## src/design/wqws_pkg.sv

```systemverilog
// wqws_pkg: shared types and codes of the wait queue wakeup select block
// no dependencies; imported by every other file of the block

package wqws_pkg;

    localparam int CMD_W    = 2;
    localparam int ID_W     = 6;
    localparam int PRI_W    = 8;
    localparam int COUNT_W  = 5;
    localparam int STATUS_W = 2;

    typedef logic [CMD_W-1:0]    t_cmd;
    typedef logic [ID_W-1:0]     t_proc;
    typedef logic [PRI_W-1:0]    t_pri;
    typedef logic [COUNT_W-1:0]  t_count;
    typedef logic [STATUS_W-1:0] t_status;

    localparam t_cmd CMD_ADD    = 2'd0;
    localparam t_cmd CMD_REMOVE = 2'd1;
    localparam t_cmd CMD_WAKE   = 2'd2;

    localparam t_status ST_OK     = 2'd0;
    localparam t_status ST_FULL   = 2'd1;
    localparam t_status ST_ABSENT = 2'd2;

    typedef struct packed {
        t_proc proc;
        t_pri  pri;
    } t_entry;

    typedef struct packed {
        logic id_hit;
        logic pri_gt;
    } t_cmp;

endpackage

```

## src/design/wqws_if.sv

```systemverilog
// wqws_req_if / wqws_rsp_if: valid-ready channels of the wait queue block
// depends on wqws_pkg

interface wqws_req_if import wqws_pkg::*; ();
    logic  valid;
    logic  ready;
    t_cmd  command;
    t_proc proc_id;
    t_pri  priority_req;

    modport source (output valid, command, proc_id, priority_req, input ready);
    modport sink   (input valid, command, proc_id, priority_req, output ready);
    modport monitor (input valid, ready, command, proc_id, priority_req);
endinterface

interface wqws_rsp_if import wqws_pkg::*; ();
    logic    valid;
    logic    ready;
    logic    woken_valid;
    t_proc   woken_id;
    t_count  waiting_count;
    t_status status;

    modport source (output valid, woken_valid, woken_id, waiting_count, status,
                    input ready);
    modport sink   (input valid, woken_valid, woken_id, waiting_count, status,
                    output ready);
    modport monitor (input valid, ready, woken_valid, woken_id, waiting_count, status);
endinterface

```

## src/design/wqws_store.sv

```systemverilog
// wqws_store: entry memory of the wait list, one write and one read port
// read data is registered; depends on wqws_pkg

module wqws_store import wqws_pkg::*; #(
    parameter int DEPTH = 16,
    parameter int AW    = (DEPTH > 1) ? $clog2(DEPTH) : 1
) (
    input  logic          i_clk,
    input  logic          i_wr_en,
    input  logic [AW-1:0] i_wr_addr,
    input  t_entry        i_wr_data,
    input  logic [AW-1:0] i_rd_addr,
    output t_entry        o_rd_data
);

    t_entry r_mem [DEPTH];
    t_entry r_rd_data;

    always_ff @(posedge i_clk) begin
        if (i_wr_en) begin
            r_mem[i_wr_addr] <= i_wr_data;
        end
    end

    always_ff @(posedge i_clk) begin
        r_rd_data <= r_mem[i_rd_addr];
    end

    assign o_rd_data = r_rd_data;

endmodule

```

## src/design/wqws_cmp.sv

```systemverilog
// wqws_cmp: shared compare unit, tests one entry against the id key
// and against the best priority seen so far; depends on wqws_pkg

module wqws_cmp import wqws_pkg::*; (
    input  t_entry i_entry,
    input  t_proc  i_key_id,
    input  t_pri   i_best_pri,
    output t_cmp   o_res
);

    assign o_res.id_hit = (i_entry.proc == i_key_id);
    assign o_res.pri_gt = (i_entry.pri > i_best_pri);

endmodule

```

## src/design/wait_queue_wakeup_select.sv

```systemverilog
// wait_queue_wakeup_select: wait list of process ids with add, remove and wakeup
// depends on wqws_pkg, wqws_if, wqws_store, wqws_cmp
//
// usage:
//   i_req carries one command beat (command, proc_id, priority_req); o_rsp
//   returns exactly one result beat per command (woken_valid, woken_id,
//   waiting_count, status). i_cfg_we / i_cfg_wdata write the discipline bit
//   (0 first in first out, 1 highest priority first); the user must write it
//   only while the block is idle, the block itself does not enforce this.
//   one command is worked on at a time; i_req.ready is low until it is done.
//   add, a command on an empty list and the unused code go from accept straight
//   to the done state, which loads the result beat into the output register.
//   remove / wakeup: a scan of the stored entries through the single read
//   port, one entry a cycle, then compaction of the later entries through the
//   same port, one entry a cycle. first-in-first-out wakeup stops its scan
//   after the head entry. the result sits in an output register; a new
//   command is taken while it waits, and a finished command holds until the
//   receiver takes the beat. reset (synchronous, active low) empties the list
//   and sets the discipline to first in first out; no clearing pass,
//   the entry memory is not cleared.

module wait_queue_wakeup_select import wqws_pkg::*; #(
    parameter int DEPTH = 16
) (
    input  logic        i_clk,
    input  logic        i_rst_n,
    input  logic        i_cfg_we,
    input  logic        i_cfg_wdata,
    wqws_req_if.sink    i_req,
    wqws_rsp_if.source  o_rsp
);

    localparam int AW = (DEPTH > 1) ? $clog2(DEPTH) : 1;
    localparam int CW = $clog2(DEPTH + 1);

    localparam logic [1:0] S_IDLE  = 2'd0;
    localparam logic [1:0] S_SCAN  = 2'd1;
    localparam logic [1:0] S_SHIFT = 2'd2;
    localparam logic [1:0] S_DONE  = 2'd3;

    logic [1:0]    r_state, n_state;
    logic [CW-1:0] r_cnt, n_cnt;
    logic [CW-1:0] r_k, n_k;
    logic [CW-1:0] r_dk, n_dk;
    logic          r_dv, n_dv;
    logic [CW-1:0] r_pick, n_pick;
    t_pri          r_best, n_best;
    t_proc         r_woken, n_woken;
    logic          r_wv, n_wv;
    t_cmd          r_cmd, n_cmd;
    t_proc         r_id, n_id;
    t_status       r_status, n_status;
    logic          r_disc;

    logic          r_o_valid;
    logic          r_o_wv;
    t_proc         r_o_wid;
    t_count        r_o_cnt;
    t_status       r_o_status;

    logic          w_accept;
    logic          w_load;
    logic          w_last;
    logic          w_take;
    logic          w_more;
    logic [CW-1:0] w_pick;
    logic [CW-1:0] w_wr_pos;
    logic [CW+COUNT_W-1:0] w_cnt_ext;

    logic          w_we;
    logic [AW-1:0] w_waddr;
    t_entry        w_wdata;
    t_entry        w_rd_data;
    t_cmp          w_cmp;

    wqws_store #(.DEPTH(DEPTH), .AW(AW)) u_store (
        .i_clk     (i_clk),
        .i_wr_en   (w_we),
        .i_wr_addr (w_waddr),
        .i_wr_data (w_wdata),
        .i_rd_addr (r_k[AW-1:0]),
        .o_rd_data (w_rd_data)
    );

    wqws_cmp u_cmp (
        .i_entry    (w_rd_data),
        .i_key_id   (r_id),
        .i_best_pri (r_best),
        .o_res      (w_cmp)
    );

    assign i_req.ready = (r_state == S_IDLE) && i_rst_n;
    assign w_accept    = i_req.valid && i_req.ready;
    assign w_load      = (r_state == S_DONE) && (!r_o_valid || o_rsp.ready);
    assign w_last      = (r_dk == (r_cnt - CW'(1)));
    assign w_take      = (r_dk == '0) || w_cmp.pri_gt;
    assign w_pick      = w_take ? r_dk : r_pick;
    assign w_more      = (r_k < r_cnt);
    assign w_wr_pos    = r_dk - CW'(1);
    assign w_cnt_ext   = {{COUNT_W{1'b0}}, r_cnt};

    always_comb begin
        n_state  = r_state;
        n_cnt    = r_cnt;
        n_k      = r_k;
        n_dk     = r_dk;
        n_dv     = r_dv;
        n_pick   = r_pick;
        n_best   = r_best;
        n_woken  = r_woken;
        n_wv     = r_wv;
        n_cmd    = r_cmd;
        n_id     = r_id;
        n_status = r_status;
        w_we     = 1'b0;
        w_waddr  = '0;
        w_wdata  = '0;
        case (r_state)
            S_IDLE: begin
                if (w_accept) begin
                    n_cmd    = i_req.command;
                    n_id     = i_req.proc_id;
                    n_status = ST_OK;
                    n_wv     = 1'b0;
                    n_woken  = '0;
                    n_k      = '0;
                    n_dv     = 1'b0;
                    n_state  = S_DONE;
                    case (i_req.command)
                        CMD_ADD: begin
                            if (r_cnt >= CW'(DEPTH)) begin
                                n_status = ST_FULL;
                            end else begin
                                w_we    = 1'b1;
                                w_waddr = r_cnt[AW-1:0];
                                w_wdata = '{proc: i_req.proc_id, pri: i_req.priority_req};
                                n_cnt   = r_cnt + CW'(1);
                            end
                        end
                        CMD_REMOVE: begin
                            if (r_cnt == '0) begin
                                n_status = ST_ABSENT;
                            end else begin
                                n_state = S_SCAN;
                            end
                        end
                        CMD_WAKE: begin
                            if (r_cnt != '0) begin
                                n_state = S_SCAN;
                            end
                        end
                        default: begin
                            n_state = S_DONE;
                        end
                    endcase
                end
            end
            S_SCAN: begin
                n_k  = r_k + CW'(1);
                n_dv = 1'b1;
                n_dk = r_k;
                if (r_dv) begin
                    if (r_cmd == CMD_REMOVE) begin
                        if (w_cmp.id_hit) begin
                            n_pick  = r_dk;
                            n_k     = r_dk + CW'(1);
                            n_dv    = 1'b0;
                            n_state = S_SHIFT;
                        end else if (w_last) begin
                            n_status = ST_ABSENT;
                            n_state  = S_DONE;
                        end
                    end else if (!r_disc) begin
                        n_pick  = '0;
                        n_woken = w_rd_data.proc;
                        n_wv    = 1'b1;
                        n_k     = CW'(1);
                        n_dv    = 1'b0;
                        n_state = S_SHIFT;
                    end else begin
                        n_pick = w_pick;
                        if (w_take) begin
                            n_best  = w_rd_data.pri;
                            n_woken = w_rd_data.proc;
                        end
                        if (w_last) begin
                            n_wv    = 1'b1;
                            n_k     = w_pick + CW'(1);
                            n_dv    = 1'b0;
                            n_state = S_SHIFT;
                        end
                    end
                end
            end
            S_SHIFT: begin
                n_dv = w_more;
                n_dk = r_k;
                if (w_more) begin
                    n_k = r_k + CW'(1);
                end
                if (r_dv) begin
                    w_we    = 1'b1;
                    w_waddr = w_wr_pos[AW-1:0];
                    w_wdata = w_rd_data;
                end
                if (!w_more && !r_dv) begin
                    n_cnt   = r_cnt - CW'(1);
                    n_state = S_DONE;
                end
            end
            S_DONE: begin
                if (w_load) begin
                    n_state = S_IDLE;
                end
            end
            default: begin
                n_state = S_IDLE;
            end
        endcase
    end

    always_ff @(posedge i_clk) begin
        if (!i_rst_n) begin
            r_state <= S_IDLE;
            r_cnt   <= '0;
            r_k     <= '0;
            r_dv    <= 1'b0;
            r_disc  <= 1'b0;
        end else begin
            r_state <= n_state;
            r_cnt   <= n_cnt;
            r_k     <= n_k;
            r_dv    <= n_dv;
            if (i_cfg_we) begin
                r_disc <= i_cfg_wdata;
            end
        end
    end

    always_ff @(posedge i_clk) begin
        r_dk     <= n_dk;
        r_pick   <= n_pick;
        r_best   <= n_best;
        r_woken  <= n_woken;
        r_wv     <= n_wv;
        r_cmd    <= n_cmd;
        r_id     <= n_id;
        r_status <= n_status;
    end

    // output register
    always_ff @(posedge i_clk) begin
        if (!i_rst_n) begin
            r_o_valid <= 1'b0;
        end else if (w_load) begin
            r_o_valid <= 1'b1;
        end else if (o_rsp.ready) begin
            r_o_valid <= 1'b0;
        end
    end

    always_ff @(posedge i_clk) begin
        if (w_load) begin
            r_o_wv     <= r_wv;
            r_o_wid    <= r_wv ? r_woken : '0;
            r_o_cnt    <= w_cnt_ext[COUNT_W-1:0];
            r_o_status <= r_status;
        end
    end

    assign o_rsp.valid         = r_o_valid;
    assign o_rsp.woken_valid   = r_o_wv;
    assign o_rsp.woken_id      = r_o_wid;
    assign o_rsp.waiting_count = r_o_cnt;
    assign o_rsp.status        = r_o_status;

endmodule

```

## src/flat_wrapper.sv

```systemverilog
// flat-port wrapper written by rule: the top's interface ports become plain ports
module wait_queue_wakeup_select_flat import wqws_pkg::*;
#(
    parameter int DEPTH = 16
)
  (i_clk, i_rst_n, i_cfg_we, i_cfg_wdata, i_req_valid, i_req_command, i_req_proc_id, i_req_priority_req, i_req_ready, o_rsp_valid, o_rsp_woken_valid, o_rsp_woken_id, o_rsp_waiting_count, o_rsp_status, o_rsp_ready);
  wqws_req_if i_req_i ();
  wqws_rsp_if o_rsp_i ();
  input  logic i_clk;
  input  logic i_rst_n;
  input  logic i_cfg_we;
  input  logic i_cfg_wdata;
  input wire logic [$bits(i_req_i.valid)-1:0] i_req_valid;
  input wire logic [$bits(i_req_i.command)-1:0] i_req_command;
  input wire logic [$bits(i_req_i.proc_id)-1:0] i_req_proc_id;
  input wire logic [$bits(i_req_i.priority_req)-1:0] i_req_priority_req;
  output wire logic [$bits(i_req_i.ready)-1:0] i_req_ready;
  output wire logic [$bits(o_rsp_i.valid)-1:0] o_rsp_valid;
  output wire logic [$bits(o_rsp_i.woken_valid)-1:0] o_rsp_woken_valid;
  output wire logic [$bits(o_rsp_i.woken_id)-1:0] o_rsp_woken_id;
  output wire logic [$bits(o_rsp_i.waiting_count)-1:0] o_rsp_waiting_count;
  output wire logic [$bits(o_rsp_i.status)-1:0] o_rsp_status;
  input wire logic [$bits(o_rsp_i.ready)-1:0] o_rsp_ready;
  assign i_req_i.valid = i_req_valid;
  assign i_req_i.command = i_req_command;
  assign i_req_i.proc_id = i_req_proc_id;
  assign i_req_i.priority_req = i_req_priority_req;
  assign i_req_ready = i_req_i.ready;
  assign o_rsp_valid = o_rsp_i.valid;
  assign o_rsp_woken_valid = o_rsp_i.woken_valid;
  assign o_rsp_woken_id = o_rsp_i.woken_id;
  assign o_rsp_waiting_count = o_rsp_i.waiting_count;
  assign o_rsp_status = o_rsp_i.status;
  assign o_rsp_i.ready = o_rsp_ready;
  wait_queue_wakeup_select #(.DEPTH(DEPTH)) u_core (.i_clk(i_clk), .i_rst_n(i_rst_n), .i_cfg_we(i_cfg_we), .i_cfg_wdata(i_cfg_wdata), .i_req(i_req_i), .o_rsp(o_rsp_i));
endmodule
```

## config.mk

```make
export PLATFORM = sky130hd
export DESIGN_NAME = wait_queue_wakeup_select_flat
export DESIGN_NICKNAME = d
export VERILOG_FILES = /design/src/design/wqws_pkg.sv /design/src/design/wqws_if.sv /design/src/design/wqws_store.sv /design/src/design/wqws_cmp.sv /design/src/design/wait_queue_wakeup_select.sv /design/src/flat_wrapper.sv
export SDC_FILE = /design/constraint.sdc
export NUM_CORES = 1
export LEC_CHECK = 0
export ABC_AREA = 1
export BUFFER_PORTS_ARGS = -buffer_cell sky130_fd_sc_hd__buf_2
export CAP_MARGIN = 10
export CORE_ASPECT_RATIO = 1.2
export CORE_MARGIN = 3
export CORE_UTILIZATION = 30
export CTS_CLUSTER_SIZE = 14
export DETAILED_ROUTE_END_ITERATION = 16
export HOLD_SLACK_MARGIN = 0.08
export PLACE_DENSITY = 0.44
export SLEW_MARGIN = 10
export SYNTH_ARGS = -nofsm -noshare
export SYNTH_HDL_FRONTEND = slang
export SYNTH_SLANG_ARGS = --single-unit
```

## constraint.sdc

```tcl
create_clock -name i_clk -period 3.3 [get_ports i_clk]
set_input_delay 0.825 -clock i_clk [delete_from_list [all_inputs] [get_ports i_clk]]
set_output_delay 0.825 -clock i_clk [all_outputs]
set_load 0.005 [all_outputs]
```

-- Word level (Yosys, flattened, before mapping)
Memories as Yosys holds them, arrays and structs flattened. A register that Yosys moved wholly into a read port is not among the register bits.
Cells that the tools add are included.
- add/sub/neg operators: 6
- order comparisons: 3
- equal/unequal tests: 24
- multiplexer cells: 75
- bitwise gates (word level): 1
- reduce and logical (&&, ||, !) cells: 29
- operator list (cell ; count):
    5-bit two-way mux ; 15
    14-bit two-way mux ; 4
    2-bit two-way mux ; 16
    6-bit two-way mux ; 5
    14-bit one-hot mux with 2 select lines ; 1
    5-bit by 1-bit adder with 5-bit output (second input constant) ; 4
    5-bit AND reduction ; 4
    1-bit two-way mux ; 19
    4-bit two-way mux ; 4
    5-bit one-hot mux with 3 select lines ; 1
    2-bit by 1-bit != test with 1-bit output (second input constant) ; 7
    2-bit one-hot mux with 2 select lines ; 3
    6-bit one-hot mux with 2 select lines ; 1
    6-bit AND reduction ; 2
    5-bit zero test ; 2
    2-bit != test (second input constant) ; 5
    5-bit one-hot mux with 2 select lines ; 1
    8-bit > comparator ; 1
    2-bit one-hot mux with 4 select lines ; 1
    4-bit one-hot mux with 2 select lines ; 1
    2-bit by 1-bit == test with 1-bit output (second input constant) ; 3
    2-bit == test (second input constant) ; 3
    6-bit == test ; 1
    3-bit != test (second input constant) ; 2
    20 further kinds ; 32
- register bits after elaboration: 64
- RAM bits: 224
- input port bits: 22
- output and inout bits: 16
- word-level logic and storage cells: 157
- memories: 1
- memory list (name ; depth ; width ; read ports ; clocked after Yosys merged registers in ; write ports ; RTL line ; RTL):
    u_core.u_store.r_mem ; 16 ; 14 ; 1 ; 1 ; 1 ; wqws_store.sv:16 ; t_entry r_mem [DEPTH];

-- Depth between registers and ports, before layout
- depth in word-level cells: 9
- gate-level depth with buffers: 22

-- Cells and area by module
From an unflattened synthesis, not the netlist that was laid out.
- cells, all modules: 1434
- area, all modules: 14012.2 µm²
- by module, submodules not included (module ; instances ; cells an instance ; area each (µm²) ; seq. area each (µm²)):
    wqws_store ; 1 ; 943 ; 9985.8 ; 7006.7
    wait_queue_wakeup_select ; 1 ; 427 ; 3692.3 ; 1771.7
    wqws_cmp ; 1 ; 64 ; 334.1 ; 0.0

-- Worst setup path before layout
No wires, ideal clock.
- kind: input to register
- start: input i_req_command[0]
- end: memory u_core.u_store.r_mem[0][0] (netlist bit), enable pin
- setup time: 0.407 ns
- arrival: 2.777 ns
- data required time: 2.893 ns
- slack: 0.116 ns
- cell stages on the path: 9
- path through: inv_1 ha_1 inv_1 nor3_2 inv_1 o21ai_0 inv_1 nand2_1 a211oi_1
- word-level cells in the longest chain between the ends: 6
- elaborated cells between the ends (all ways): 9
- ends and longest elaborated chain (item ; RTL line ; RTL):
    start, declared ; flat_wrapper.sv:14 ; input wire logic [$bits(i_req_i.command)-1:0] i_req_command;
    2-bit zero test * ; wait_queue_wakeup_select.sv:129 ; case (i_req.command)
    1-bit two-way mux ; wait_queue_wakeup_select.sv:129 ;
    1-bit two-way mux ; wait_queue_wakeup_select.sv:120 ; if (w_accept) begin
    1-bit one-hot mux with 2 select lines ; wait_queue_wakeup_select.sv:118 ; case (r_state)
    1-bit two-way mux ; wqws_store.sv:20 ; if (i_wr_en) begin
    1-bit two-way mux (not written as such) ; wqws_store.sv:21 ; r_mem[i_wr_addr] <= i_wr_data;
    end, declared ; wqws_store.sv:16 ;
Mark *: on every way between the ends. The rest lies on a longest branch, timed or not.

-- Final worst setup path
- start: register u_core.r_state[0]
- end: memory u_core.u_store.r_mem[8][2] (netlist bit), enable pin
- word-level cells in the longest chain between the ends: 7
- elaborated cells between the ends (all ways): 10
- ends and longest elaborated chain (item ; RTL line ; RTL):
    start, declared ; wait_queue_wakeup_select.sv:41 ; logic [1:0] r_state, n_state;
    start signal, assigned ; wait_queue_wakeup_select.sv:230 ; r_state <= n_state;
    2-bit zero test ; wait_queue_wakeup_select.sv:92, wait_queue_wakeup_select.sv:118 ;
    1-bit logical AND ; wait_queue_wakeup_select.sv:92 ; assign i_req.ready = (r_state == S_IDLE) && i_rst_n;
    1-bit logical AND ; wait_queue_wakeup_select.sv:93 ; assign w_accept = i_req.valid && i_req.ready;
    1-bit two-way mux ; wait_queue_wakeup_select.sv:120 ;
    1-bit one-hot mux with 2 select lines ; wait_queue_wakeup_select.sv:118 ;
    1-bit two-way mux ; wqws_store.sv:20 ;
    1-bit two-way mux (not written as such) ; wqws_store.sv:21 ;
Several ways; a longest one is shown, not always the timed one.

==> out/results.tsv <==
metric	value	unit
yosys.cell_types.count	44	
synth_nets	1094	
arrival	3.01	ns
cp_slowest_cell	nor2_2	
async_flop_share	0	%
critical-path-max-stage-delay	0.67	ns
grt_usage	15.0	%
syn_inst	1046	
worstPathCellList	inv_1, ha_1, nand2_1, inv_1, nand2_1, nor3_2, inv_1, o21ai_0, buf_4, nand2_1, nor2_2	
fp.dieArea	0.0456	sq mm
detailed_place.area	0.0140	sq mm
cts_buffers	36	
io_pins	38	
final_util	35.9	%
slew_viol_final	0	
first_iter_violations	543	
fmax	0.348	GHz
maxCapViolCount	0	
ys_seq_area_share	68.0	%
cts_resized	0	
vdd_drop_max	0.473	mV
vias	8245	
layout_commonest_cell	edfxtp_1	
total_power	9940	uW
power.net_switching	2800	uW
grt_pass1_vias	8357	
yosysTopAreaCell	edfxtp_1	
synth_top_area_share	63.5	%
port_buffers	37	
fin_worst_skew	0.0247	ns
drive_above_1_share	14.4	%
busiest_layer	met2	
endpoint_kind	flip-flop	
p_per_area	657	mW/mm^2
antenna_found_initial	0	
rows	82	
met1_usage	19.5	%
syn-cell-area	0.0129	sq mm
placed_cells	1628	
clkLatencyLatePin	0.52	ns
hp-class	reg2reg	
antenna_left	0	
nNetsFinal	1168	
pwr-share-clk	36.7	%
synth_edf_count	273	
via_per_inst	4.87	
syn_area_per_cell	12.3	sq um
clkSinkCount	302	
synth_seq_cells	302	
use_met3	2.28	%
coreArea	0.0422	sq mm
grt_max_degree	113	
finalHoldViolCount	0	
synth.area.top_cells	edfxtp_1 64%, dfxtp_1 4.5%, nand2_1 4.0%, mux2i_1 3.4%, nor2_1 3.4%	
n_fill_cell	4177	
swShare	28.2	%
period_share	87.2	%
seqPwrFrac	46.3	%
holdBufCountCts	0	
p_leak	0.00540	uW
diodes	0	
tns	0	ns
grt_pass1_wl	52.0	mm
rrSetupSlack	0.42	ns
rsz0062_at_grt	no	
wl_per_cell	20.1	um
cp.required	3.43	ns
gp_congestion	0.786	
crit_type	reg2reg	
dr.pass1.iters	5	
comb_power_share	17.0	%
htreeDepth	2	
clockBufferDepth	3	
final_cell_mix	273 x edfxtp_1, 137 x nand2_1, 106 x nor2_1	
die_width	195	um
clk_pin_slew	0.05	ns
drt_wl_total	34.0	mm
outcome	finished, final reports clean	
grt_use_met2	26.1	%
maxSlewHeadroom	43.8	%
hpwlAfterDp	22.5	mm
period_minus_slack	2.88	ns
overflow	0	
fin_cells	1692	
stdcell_area	0.0151	sq mm
drc	0	
power.internal	7130	uW
worstPathMaxFanout	14	
finalSetupViolCount	0	
cts_tree	built	
cts_setup_buffers	0	
synth_flop_cell	edfxtp_1	
synth_warnings	0	
tightest_slew	0.842	ns
cts_root_buf	clkbuf_16	
initial_core_util	30.6	%
area_growth	17.1	%
die_h	233	um
startpoint_type	flip-flop	
cells by family (layout without fill, tap and decap cells):
kind of cell	Yosys count	count (layout)	synth area share [%]
adders and majority gates	26	26	2.52
muxes	44	44	3.41
xor gates and xnor gates	17	17	1.21
and+or+nand+nor	324	324	10.6
AOI/OAI and AO/OA	201	201	10.2
buffers and inverters	132	232	3.97
DFF	302	302	68.0
synthesized netlist by cell type (8+ instances only):
cell	instances
a21oi_1	21
clkbuf_1	37
dfxtp_1	29
edfxtp_1	273
ha_1	26
inv_1	79
mux2i_1	44
nand2_1	137
nand3_1	46
nand4_1	8
nor2_1	117
o211ai_1	13
o21ai_0	83
o221ai_1	45
o32ai_1	12
xor2_1	12
registers in the layout, summed over array words and instances, names as in the netlist, 2 cells and up:
| name | flops |
|---|---|
| u_core.r_state | 2 |
| u_core.o_rsp.status | 2 |
| u_core.r_cmd | 2 |
| u_core.r_woken | 6 |
| u_core.r_status | 2 |
| u_core.r_pick | 5 |
| u_core.r_dk | 5 |
| u_core.o_rsp.waiting_count | 5 |
| u_core.o_rsp.woken_id | 6 |
| u_core.r_cnt | 5 |
| u_core.r_best | 8 |
| u_core.r_k | 5 |
| u_core.u_store.r_mem | 224 |
| u_core.r_id | 6 |
| u_core.u_store.o_rd_data | 14 |
through the flow:
stage               hold WS [ns]  worst slack, ns
finish                     0.423            0.424
detailed placement         0.412           0.0547
CTS                        0.426            0.363
global route               0.434            0.153
floorplan                  0.400            0.116
global placement           0.414          0.00417
path summary, 6_finish.rpt:
path / depth (start not counted) / start / end
hold reg to reg: 0 / u_core.r_status[0]$_SDFFCE_PP0P_ / u_core.o_rsp.status[0]$_DFFE_PP_
setup / recovery: 11 / u_core.r_state[0]$_SDFFE_PN0P_ / u_core.u_store.r_mem[8][2]$_DFFE_PP_
hold / removal: 0 / u_core.r_status[0]$_SDFFCE_PP0P_ / u_core.o_rsp.status[0]$_DFFE_PP_
setup reg to reg: 11 / u_core.r_state[0]$_SDFFE_PN0P_ / u_core.u_store.r_mem[8][2]$_DFFE_PP_
power groups by stage:
stage / sequential [uW] / clock (uW) / combinational (uW)
finish: 4600 / 3640 / 1690
global route: 4630 / 3930 / 1910
detailed placement: 4690 / 0 / 1710
floorplan: 4610 / 0 / 1190
global placement: 4680 / 0 / 1720
CTS: 4610 / 3770 / 1720
metal layers:
metal,vias to the layer above,share of wire (%)
met4,0,2.1
li1,3966,-
met2,131,50
met1,4098,44
met5,-,0
met3,50,3.5
final cells by class:
| cell class | instances | area, sq um | share of cell area, % |
|---|---|---|---|
| Sequential cell | 302 | 8790 | 58.1 |
| Multi-Input combinational cell | 612 | 3650 | 24.1 |
| Clock buffer | 54 | 1030 | 6.82 |
| Tap cell | 546 | 683 | 4.52 |
| Timing Repair Buffer | 83 | 593 | 3.92 |
| Inverter | 85 | 322 | 2.13 |
| Clock inverter | 10 | 56.3 | 0.372 |
worst max-delay path, delay by kind of cell (launching register included):
kind	cells	cell delay (ns)
adders and majority gates	1	0.25
buffers and inverters	4	0.46
and+or+nand+nor	5	1.17
AOI/OAI and AO/OA	1	0.26
DFF	1	0.33
Power figures use the tool's default switching activity.
